`src/sv/assert_macros.svh`:
```
// ----------------------------------------------------------------------------
// Assertion macros
// Clocked assertion forms used by the serializer top level.
// ----------------------------------------------------------------------------
`ifndef ASSERT_MACROS_SVH
`define ASSERT_MACROS_SVH

// Check a property on every rising clock edge, off while reset is high.
`define OSW_ASSERT(label, prop, msg) \
   label: assert property (@(posedge clock) disable iff (reset) prop) else $error(msg);

// Check a property on every rising clock edge, reset included.
`define OSW_ASSERT_ALWAYS(label, prop, msg) \
   label: assert property (@(posedge clock) prop) else $error(msg);

`endif

```
`src/sv/osw_pkg.sv`:
```
// ----------------------------------------------------------------------------
// osw_pkg
// Types, codes and the control store of the I2C write serializer.
// ----------------------------------------------------------------------------
package osw_pkg;

   // item opcodes
   localparam logic [2:0] OP_BEGIN_CMD  = 3'd0;
   localparam logic [2:0] OP_BEGIN_DATA = 3'd1;
   localparam logic [2:0] OP_CMD_BYTE   = 3'd2;
   localparam logic [2:0] OP_DATA_BYTE  = 3'd3;
   localparam logic [2:0] OP_END        = 3'd4;

   // register indexes
   localparam logic CSR_ADDRESS_BYTE = 1'b0;
   localparam logic CSR_INVERT_DATA  = 1'b1;

   localparam logic [7:0] ADDR_RESET  = 8'h78;
   localparam logic [7:0] CTL_COMMAND = 8'h00;
   localparam logic [7:0] CTL_DATA    = 8'h40;

   // program entry points
   localparam int         PC_W       = 4;
   localparam logic [3:0] STEP_START = 4'd0;
   localparam logic [3:0] STEP_BIT   = 4'd4;
   localparam logic [3:0] STEP_STOP  = 4'd10;

   typedef enum logic {
      LINE_SCL,
      LINE_SDA
   } line_type;

   typedef enum logic [1:0] {
      LVL_ZERO,
      LVL_ONE,
      LVL_MSB
   } level_src_type;

   typedef enum logic [2:0] {
      SEQ_NEXT,
      SEQ_LOAD_ADDR,
      SEQ_BIT_LOOP,
      SEQ_BYTE_END,
      SEQ_FINISH
   } seq_op_type;

   typedef struct packed {
      line_type      line;
      level_src_type src;
      seq_op_type    seq;
   } ctrl_word_type;

   // sequencer to datapath
   typedef struct packed {
      logic          fire;
      logic          done;
      ctrl_word_type word;
   } step_type;

   // datapath to sequencer
   typedef struct packed {
      logic bit_last;
      logic more;
   } status_type;

   // Control store: one line write per step.
   function automatic ctrl_word_type ctrl_rom(input logic [PC_W-1:0] pc);
      ctrl_word_type w;
      case (pc)
         4'd0:    w = '{LINE_SCL, LVL_ONE,  SEQ_NEXT};      // start
         4'd1:    w = '{LINE_SDA, LVL_ONE,  SEQ_NEXT};
         4'd2:    w = '{LINE_SDA, LVL_ZERO, SEQ_NEXT};
         4'd3:    w = '{LINE_SCL, LVL_ZERO, SEQ_LOAD_ADDR};
         4'd4:    w = '{LINE_SDA, LVL_MSB,  SEQ_NEXT};      // data bit
         4'd5:    w = '{LINE_SCL, LVL_ONE,  SEQ_NEXT};
         4'd6:    w = '{LINE_SCL, LVL_ZERO, SEQ_BIT_LOOP};
         4'd7:    w = '{LINE_SDA, LVL_ONE,  SEQ_NEXT};      // ACK slot
         4'd8:    w = '{LINE_SCL, LVL_ONE,  SEQ_NEXT};
         4'd9:    w = '{LINE_SCL, LVL_ZERO, SEQ_BYTE_END};
         4'd10:   w = '{LINE_SCL, LVL_ZERO, SEQ_NEXT};      // stop
         4'd11:   w = '{LINE_SDA, LVL_ZERO, SEQ_NEXT};
         4'd12:   w = '{LINE_SCL, LVL_ONE,  SEQ_NEXT};
         4'd13:   w = '{LINE_SDA, LVL_ONE,  SEQ_FINISH};
         default: w = '{LINE_SDA, LVL_ONE,  SEQ_FINISH};
      endcase
      return w;
   endfunction

endpackage

```
`src/sv/osw_sequencer.sv`:
```
// ----------------------------------------------------------------------------
// osw_sequencer
// Step counter, control store lookup and branch logic.
// ----------------------------------------------------------------------------
module osw_sequencer (
   input  logic                 clock,
   input  logic                 reset,
   input  logic                 req_valid,
   input  logic [2:0]           req_op,
   output logic                 req_stall,
   input  logic                 slot_free,
   input  osw_pkg::status_type  status,
   output osw_pkg::step_type    step
);

   logic                       busy_ff, busy_in;
   logic [osw_pkg::PC_W-1:0]   pc_ff, pc_in;
   osw_pkg::ctrl_word_type     word;
   logic                       fire;
   logic                       done;
   logic                       accept;

   assign word = osw_pkg::ctrl_rom(pc_ff);
   assign fire = busy_ff & slot_free;

   always_comb begin
      case (word.seq)
         osw_pkg::SEQ_FINISH:   done = 1'b1;
         osw_pkg::SEQ_BYTE_END: done = ~status.more;
         default:               done = 1'b0;
      endcase
   end

   // take a new item on the edge that issues the last step of the old one
   assign req_stall = busy_ff & ~(fire & done);
   assign accept    = req_valid & ~req_stall;

   always_comb begin
      busy_in = busy_ff;
      pc_in   = pc_ff;
      if (fire) begin
         if (done) begin
            busy_in = 1'b0;
         end else begin
            case (word.seq)
               osw_pkg::SEQ_BIT_LOOP:
                  pc_in = status.bit_last ? pc_ff + 1'b1 : osw_pkg::STEP_BIT;
               osw_pkg::SEQ_BYTE_END:
                  pc_in = osw_pkg::STEP_BIT;
               default:
                  pc_in = pc_ff + 1'b1;
            endcase
         end
      end
      if (accept) begin
         case (req_op)
            osw_pkg::OP_BEGIN_CMD, osw_pkg::OP_BEGIN_DATA: begin
               busy_in = 1'b1;
               pc_in   = osw_pkg::STEP_START;
            end
            osw_pkg::OP_CMD_BYTE, osw_pkg::OP_DATA_BYTE: begin
               busy_in = 1'b1;
               pc_in   = osw_pkg::STEP_BIT;
            end
            osw_pkg::OP_END: begin
               busy_in = 1'b1;
               pc_in   = osw_pkg::STEP_STOP;
            end
            default: busy_in = 1'b0;   // drop undefined ops
         endcase
      end
   end

   always_ff @(posedge clock) begin
      if (reset) begin
         busy_ff <= 1'b0;
         pc_ff   <= osw_pkg::STEP_START;
      end else begin
         busy_ff <= busy_in;
         pc_ff   <= pc_in;
      end
   end

   assign step.fire = fire;
   assign step.done = done;
   assign step.word = word;

endmodule

```
`src/sv/osw_datapath.sv`:
```
// ----------------------------------------------------------------------------
// osw_datapath
// Byte shifter, bit counter, line levels and the result register.
// ----------------------------------------------------------------------------
module osw_datapath (
   input  logic                 clock,
   input  logic                 reset,
   input  logic                 accept,
   input  logic [2:0]           req_op,
   input  logic [7:0]           req_value,
   input  logic [7:0]           address_byte,
   input  logic                 invert_data,
   input  osw_pkg::step_type    step,
   output osw_pkg::status_type  status,
   input  logic                 rsp_stall,
   output logic                 rsp_valid,
   output logic                 rsp_scl,
   output logic                 rsp_sda,
   output logic                 rsp_last
);

   logic [7:0] shift_ff, shift_in;
   logic [2:0] cnt_ff, cnt_in;
   logic       more_ff, more_in;
   logic [7:0] ctl_ff, ctl_in;
   logic       scl_ff, scl_in;
   logic       sda_ff, sda_in;
   logic       valid_ff, valid_in;
   logic       last_ff, last_in;
   logic       level;

   always_comb begin
      case (step.word.src)
         osw_pkg::LVL_ZERO: level = 1'b0;
         osw_pkg::LVL_ONE:  level = 1'b1;
         osw_pkg::LVL_MSB:  level = shift_ff[7];
         default:           level = 1'b1;
      endcase
   end

   always_comb begin
      shift_in = shift_ff;
      cnt_in   = cnt_ff;
      more_in  = more_ff;
      ctl_in   = ctl_ff;
      scl_in   = scl_ff;
      sda_in   = sda_ff;
      last_in  = last_ff;
      valid_in = valid_ff & rsp_stall;
      if (step.fire) begin
         valid_in = 1'b1;
         last_in  = step.done;
         if (step.word.line == osw_pkg::LINE_SCL) begin
            scl_in = level;
         end else begin
            sda_in = level;
         end
         case (step.word.seq)
            osw_pkg::SEQ_LOAD_ADDR: begin
               shift_in = address_byte;
               cnt_in   = '0;
            end
            osw_pkg::SEQ_BIT_LOOP: begin
               shift_in = {shift_ff[6:0], 1'b0};
               cnt_in   = cnt_ff + 1'b1;
            end
            osw_pkg::SEQ_BYTE_END: begin
               if (more_ff) begin
                  shift_in = ctl_ff;
                  cnt_in   = '0;
                  more_in  = 1'b0;
               end
            end
            default: ;
         endcase
      end
      // a new item wins over the finishing step of the old one
      if (accept) begin
         cnt_in  = '0;
         more_in = 1'b0;
         case (req_op)
            osw_pkg::OP_BEGIN_CMD: begin
               ctl_in  = osw_pkg::CTL_COMMAND;
               more_in = 1'b1;
            end
            osw_pkg::OP_BEGIN_DATA: begin
               ctl_in  = osw_pkg::CTL_DATA;
               more_in = 1'b1;
            end
            osw_pkg::OP_CMD_BYTE:  shift_in = req_value;
            osw_pkg::OP_DATA_BYTE: shift_in = invert_data ? ~req_value : req_value;
            default: ;
         endcase
      end
   end

   always_ff @(posedge clock) begin
      if (reset) begin
         scl_ff   <= 1'b1;
         sda_ff   <= 1'b1;
         valid_ff <= 1'b0;
         more_ff  <= 1'b0;
         cnt_ff   <= '0;
      end else begin
         scl_ff   <= scl_in;
         sda_ff   <= sda_in;
         valid_ff <= valid_in;
         more_ff  <= more_in;
         cnt_ff   <= cnt_in;
      end
   end

   always_ff @(posedge clock) begin
      shift_ff <= shift_in;
      ctl_ff   <= ctl_in;
      last_ff  <= last_in;
   end

   assign status.bit_last = (cnt_ff == 3'd7);
   assign status.more     = more_ff;

   // line levels only move on a fired step, so they double as the result beat
   assign rsp_valid = valid_ff;
   assign rsp_scl   = scl_ff;
   assign rsp_sda   = sda_ff;
   assign rsp_last  = last_ff;

endmodule

```
`src/sv/oled_i2c_write_serializer.sv`:
```
// ----------------------------------------------------------------------------
// oled_i2c_write_serializer
// Write-only I2C master: turns display transfer items into SCL/SDA writes.
// ----------------------------------------------------------------------------
// Usage:
//   req_* carries one item per beat: req_op (begin command, begin data,
//   command byte, data byte, end) and req_value (the byte for byte ops).
//   rsp_* returns one beat per line write: rsp_scl and rsp_sda give the
//   levels after the write, rsp_last marks the final write of the item.
//   csr_* writes address_byte (index 0) and invert_data (index 1) while idle.
//   A microcoded sequencer steps through a 14-word control store, issuing
//   one line write per cycle while the receiver does not stall; the output
//   register is the only pacing stage. The next item is taken on the edge
//   that issues the last write of the current one. After acceptance, each
//   fired step of the item lands in the output register. Undefined ops are
//   taken and dropped.
//   Reset: both lines idle high, address_byte 0x78, invert_data 0.
//   Receiver stall: the pending beat holds and the sequencer freezes on the
//   current step; req_stall stays high until the item finishes.
// ----------------------------------------------------------------------------
`include "assert_macros.svh"

module oled_i2c_write_serializer (
   input  logic       clock,
   input  logic       reset,
   input  logic       req_valid,
   output logic       req_stall,
   input  logic [2:0] req_op,
   input  logic [7:0] req_value,
   output logic       rsp_valid,
   input  logic       rsp_stall,
   output logic       rsp_scl,
   output logic       rsp_sda,
   output logic       rsp_last,
   input  logic       csr_wr_en,
   input  logic       csr_index,
   input  logic [7:0] csr_wdata
);

   logic [7:0]          address_byte_ff;
   logic                invert_data_ff;
   logic                accept;
   logic                slot_free;
   osw_pkg::step_type   step;
   osw_pkg::status_type status;

   // configuration registers; the user must write them only between items, the block does not enforce it
   always_ff @(posedge clock) begin
      if (reset) begin
         address_byte_ff <= osw_pkg::ADDR_RESET;
         invert_data_ff  <= 1'b0;
      end else if (csr_wr_en) begin
         case (csr_index)
            osw_pkg::CSR_ADDRESS_BYTE: address_byte_ff <= csr_wdata;
            osw_pkg::CSR_INVERT_DATA:  invert_data_ff  <= csr_wdata[0];
            default: ;
         endcase
      end
   end

   // advance only when the result register is empty or draining
   assign slot_free = ~rsp_valid | ~rsp_stall;
   assign accept    = req_valid & ~req_stall;

   osw_sequencer u_seq (
      .clock     (clock),
      .reset     (reset),
      .req_valid (req_valid),
      .req_op    (req_op),
      .req_stall (req_stall),
      .slot_free (slot_free),
      .status    (status),
      .step      (step)
   );

   osw_datapath u_dp (
      .clock        (clock),
      .reset        (reset),
      .accept       (accept),
      .req_op       (req_op),
      .req_value    (req_value),
      .address_byte (address_byte_ff),
      .invert_data  (invert_data_ff),
      .step         (step),
      .status       (status),
      .rsp_stall    (rsp_stall),
      .rsp_valid    (rsp_valid),
      .rsp_scl      (rsp_scl),
      .rsp_sda      (rsp_sda),
      .rsp_last     (rsp_last)
   );

   // a fired step always lands in the result register
   `OSW_ASSERT(a_fire_gives_beat, step.fire |=> rsp_valid, "fired step lost")
   // the finishing step, and only it, carries the last flag
   `OSW_ASSERT(a_done_last, step.fire && step.done |=> rsp_last, "last flag missing")
   `OSW_ASSERT(a_not_done_last, step.fire && !step.done |=> !rsp_last, "early last flag")
   // no step may overwrite a beat the receiver still holds off
   `OSW_ASSERT(a_no_overrun, rsp_valid && rsp_stall |-> !step.fire, "result overrun")

endmodule

```
`config.mk`:
```
export PLATFORM = sky130hd
export DESIGN_NAME = oled_i2c_write_serializer
export DESIGN_NICKNAME = d
export VERILOG_FILES = /design/src/sv/osw_pkg.sv /design/src/sv/osw_sequencer.sv /design/src/sv/osw_datapath.sv /design/src/sv/oled_i2c_write_serializer.sv
export VERILOG_INCLUDE_DIRS = /design/src /design/src/sv
export SDC_FILE = /design/constraint.sdc
export NUM_CORES = 1
export LEC_CHECK = 0
export BUFFER_PORTS_ARGS = -buffer_cell sky130_fd_sc_hd__clkbuf_2
export CAP_MARGIN = 20
export CORE_MARGIN = 8
export CORE_UTILIZATION = 50
export CTS_CLUSTER_SIZE = 25
export DETAILED_ROUTE_END_ITERATION = 10
export GPL_TIMING_DRIVEN = 0
export PLACE_DENSITY = 0.74
export SLEW_MARGIN = 25
export SYNTH_ARGS = -nofsm -noshare
export SYNTH_HDL_FRONTEND = slang
export SYNTH_SLANG_ARGS = --single-unit
```
`constraint.sdc`:
```
create_clock -name clock -period 3.51 [get_ports clock]
set_clock_uncertainty 0.15 [all_clocks]
set_input_delay 0.5265 -clock clock [delete_from_list [all_inputs] [get_ports clock]]
set_output_delay 0.5265 -clock clock [all_outputs]
set_load 0.01 [all_outputs]
```
==> key figures <==
Power
  • LEAKAGE: 0.934 nW
  • Clock group share of total power: a little over a third
  • Sequential share of power: 47.9%
  • PwrDens: approximately 460 mW/mm^2
  • Peak supply drop: 0.379 mV
  • Int Power: between 0.0007 and 0.0008 W
  • Overall power: 0.00104 W
  • Switching Fraction: 26.6%
  • Net Sw Power: 0.000277 W
  • Comb power frac: 16.9%

Global routing
  • Grt ovf: 0
  • Initial antenna violation count: 0
  • First-pass GRT wire length: 7.24 mm
  • Vias in the first global route: 1573
  • Global Route Usage Sum: approximately 14%
  • Largest net degree at the start of global routing: 13

Timing
  • Setup TNS Final: 0 ns
  • Unrepaired setup endpoints after global routing: false
  • Min cycle time layout: 2.46 ns
  • Slew HR: 63.5%
  • Worst Max-Slew Pin Slew: 0.547 ns
  • Final period utilization: between 70% and 80%
  • Final WS setup: 1.05 ns
  • Fmax: 0.406 GHz
  • Setup-failing EPs final: 0
  • Hold Fails Final Rpt: 0
  • Fin. max-slew vios: 0

Setup path
  • Worst R2R Path Depth: 9
  • Crit. End Element: flip-flop
  • Critical path class: reg -> reg
  • Worst EP required: 3.52 ns
  • Critical path capture point: u_seq.word[5]$_DFF_P_
  • R2r startpoint: u_seq.word[2]$_SDFF_PN0_
  • CP Cell Sequence: buf_4 -> nand2b_1 -> o211ai_1 -> nor2_1 -> nor3_2 -> inv_1 -> ha_1 -> mux2i_1 -> a22oi_1
  • Worst flop-to-flop path endpoint: u_seq.word[5]$_DFF_P_
  • Buf+Inv Stages, Crit Path: 2
  • Crit. path cell count: 9
  • Critical Path Start: u_seq.word[2]$_SDFF_PN0_
  • WP data arrival: 2.47 ns
  • CP startpoint kind: flip-flop
  • Crit path max-delay family: simple AND/OR/NAND/NOR gates
  • Max incr delay on CP: 0.36 ns
  • Critical path peak fanout: 9
  • Worst-path cell with the longest stage delay: o211ai_1
  • Reg2Reg Setup Slack: between 1 and 1.5 ns

Clock network
  • Htree depth: 2
  • Clock slew at reported path FFs: 0.08 ns
  • Number of gates resized after cts: 0
  • Clock buffer depth: 2
  • Worst-Skew Late Latency: 0.29 ns
  • CTS buffer count: 5
  • Root buf cell: clkbuf_8
  • CTS tree: yes
  • CTS Hold Bufs: 0
  • Setup bufs post-CTS: 0
  • Clk sinks: 37

Synth
  • Post-synth cell types: 51
  • Cells after Synth: ~210
  • Synthesized Nets: 239
  • Warnings, synthesis: 0
  • Mean Syn Cell Area: 9.43 um^2
  • Flops & latches, synth: 37
  • Post-synthesis sequential area ratio: 39.0%
  • Post-synth top flop: dfxtp_1
  • Synth Cell Area: 0.00195 mm^2
  • Number of synthesized flops with an enable pin: 2
  • Asr flop ratio synth: 0%

Hold path
  • Worst hold path type: in -> reg
  • Min-delay src: csr_wdata[6]

Detailed routing
  • Post-route ant nets: 0
  • Via density: 5.65
  • Drt total wl: 4.28 mm
  • Residual DRC count: 0
  • Wire per inst: 14.7 um
  • Router iterations before antenna repair: 4
  • Via count: 1643
  • Drt initial violations: 119

Finish
  • Area Growth Syn to Fin: 16.0%
  • Commonest non-fill, non-tap cell in the layout: dfxtp_1
  • Utilization after layout: 60.9%
  • Design area: 0.00226 mm^2
  • Diode count: 0
  • Layout cells sized above 1: 22.6%
  • Final net count: 274
  • Final-layout fill cell count: between 300 and 400
  • Commonest non-fill, non-tap cells in the layout: dfxtp_1 (35), clkbuf_2 (28), a21oi_1 (19), nand2_1 (16), nor2_1 (15)

Die
  • Width of the die: 78.5 um
  • Ports: 30
  • Area of the core: 0.00372 mm^2
  • Initial core utilization: a little over half
  • Standard-cell rows: 22
  • DIE AREA: 0.00616 mm^2
  • Die Y: 78.5 um

Placed design
  • Placement Cell Area: 0.00215 mm^2
  • Final GP Congestion: 0.827
  • Pre-CTS WS: 0.937 ns
  • Post-DP HPWL: 3.25 mm
  • I/O Buffers: 28

Flow run
  • Max Cap Viol: 0

Outcome
  • Outcome: finished, final reports clean
-- cells by family (layout without fill, tap and decap cells) --
logic type	count (synthesis)	in the layout	synth area share, %
adder cells (fa/ha/maj)	7	7	4.49
flip-flops	37	37	39.0
AND/OR/NAND/NOR	64	64	17.5
multiplexers	10	10	5.13
buffers and inverters	18	54	4.23
AO/OA/AOI/OAI	63	63	26.1
XOR/XNOR	8	8	3.59
-- worst reg2reg max path, stage by stage, from the launching register on --
cell and delay [ns]:
dfxtp_1 0.31, buf_4 0.17, nand2b_1 0.21, o211ai_1 0.36
nor2_1 0.15, nor3_2 0.35, inv_1 0.12, ha_1 0.30
mux2i_1 0.13, a22oi_1 0.10
-- cell usage after synthesis, types with 2 or more instances --
cell type / instances / area [um^2]
nand3_1: 8 / 40.0
nor4_1: 2 / 12.5
a22o_1: 7 / 61.3
buf_2: 2 / 10.0
nand2b_1: 7 / 43.8
dfxtp_1: 35 / 701
edfxtp_1: 2 / 60.1
mux2i_1: 10 / 100
o211ai_2: 2 / 25.0
a221oi_1: 7 / 61.3
inv_2: 2 / 7.51
o21ai_0: 4 / 20.0
o21a_1: 3 / 22.5
a31oi_2: 2 / 25.0
a21oi_1: 19 / 95.1
nor2b_1: 4 / 25.0
nand2_1: 16 / 60.1
inv_1: 5 / 18.8
a31oi_1: 2 / 12.5
ha_1: 7 / 87.6
o211ai_1: 2 / 15.0
nor3_1: 2 / 10.0
and3_1: 2 / 12.5
clkbuf_1: 6 / 22.5
o21ai_1: 2 / 10.0
nor2_1: 15 / 56.3
xor2_1: 8 / 70.1
-- flip-flops by register name, indices dropped and copies added (netlist names) --
name,count
u_seq.word,6
address_byte_ff,8
u_dp.rsp_sda,1
u_dp.more_ff,1
u_seq.pc_ff,4
invert_data_ff,1
u_seq.busy_ff,1
u_dp.cnt_ff,3
u_dp.rsp_last,1
u_dp.ctl_ff,1
u_dp.rsp_valid,1
u_dp.rsp_scl,1
u_dp.shift_ff,8
-- final cells by class --
class	count	area [um^2]	area share, %
plain buffers	10	51.3	2.27
clock buffers	6	72.6	3.21
clock inverters	2	38.8	1.71
inverters	8	31.3	1.38
multi-input cells	152	1110	49.0
flip-flops and latches	37	761	33.6
well taps	48	60.1	2.65
repair buffers	28	140	6.19
-- stage by stage --
stage,hold WS [ns],cells
after CTS,0.297,291
after global routing,0.305,291
after detailed placement,0.331,283
final,0.301,291
after global placement,0.324,283
after floorplan,0.287,207
-- power by group through the flow --
stage                     clock network, W  registers [W]  logic [W]
after floorplan                          0       0.000499   0.000130
after global placement                   0       0.000506   0.000173
after detailed placement                 0       0.000506   0.000176
after CTS                         0.000370       0.000498   0.000176
after global routing              0.000385       0.000502   0.000196
final                             0.000366       0.000498   0.000176
-- routing by layer --
layer,vias to the layer above,share of wire [%],routed length (um),global-route usage [%]
li1,840,-,-,-
met1,745,49,2080,18.6
met2,52,43,1860,22.6
met3,6,6.5,277,3.30
met4,0,1.5,63,5.00
met5,-,0,0,0
-- worst min path at each step --
| stage | to | slack (ns) | depth (start not counted) |
|---|---|---|---|
| global placement | invert_data_ff$_SDFFE_PP0P_ | 0.32 | 2 |
| floorplan | invert_data_ff$_SDFFE_PP0P_ | 0.29 | 2 |
| finish | address_byte_ff[6]$_SDFFE_PP1P_ | 0.30 | 3 |
| global route | address_byte_ff[6]$_SDFFE_PP1P_ | 0.30 | 3 |
| detailed placement | u_dp.rsp_sda$_SDFFE_PP1P_ | 0.33 | 1 |
| CTS | address_byte_ff[6]$_SDFFE_PP1P_ | 0.30 | 3 |
Power figures use the tool's default switching activity.
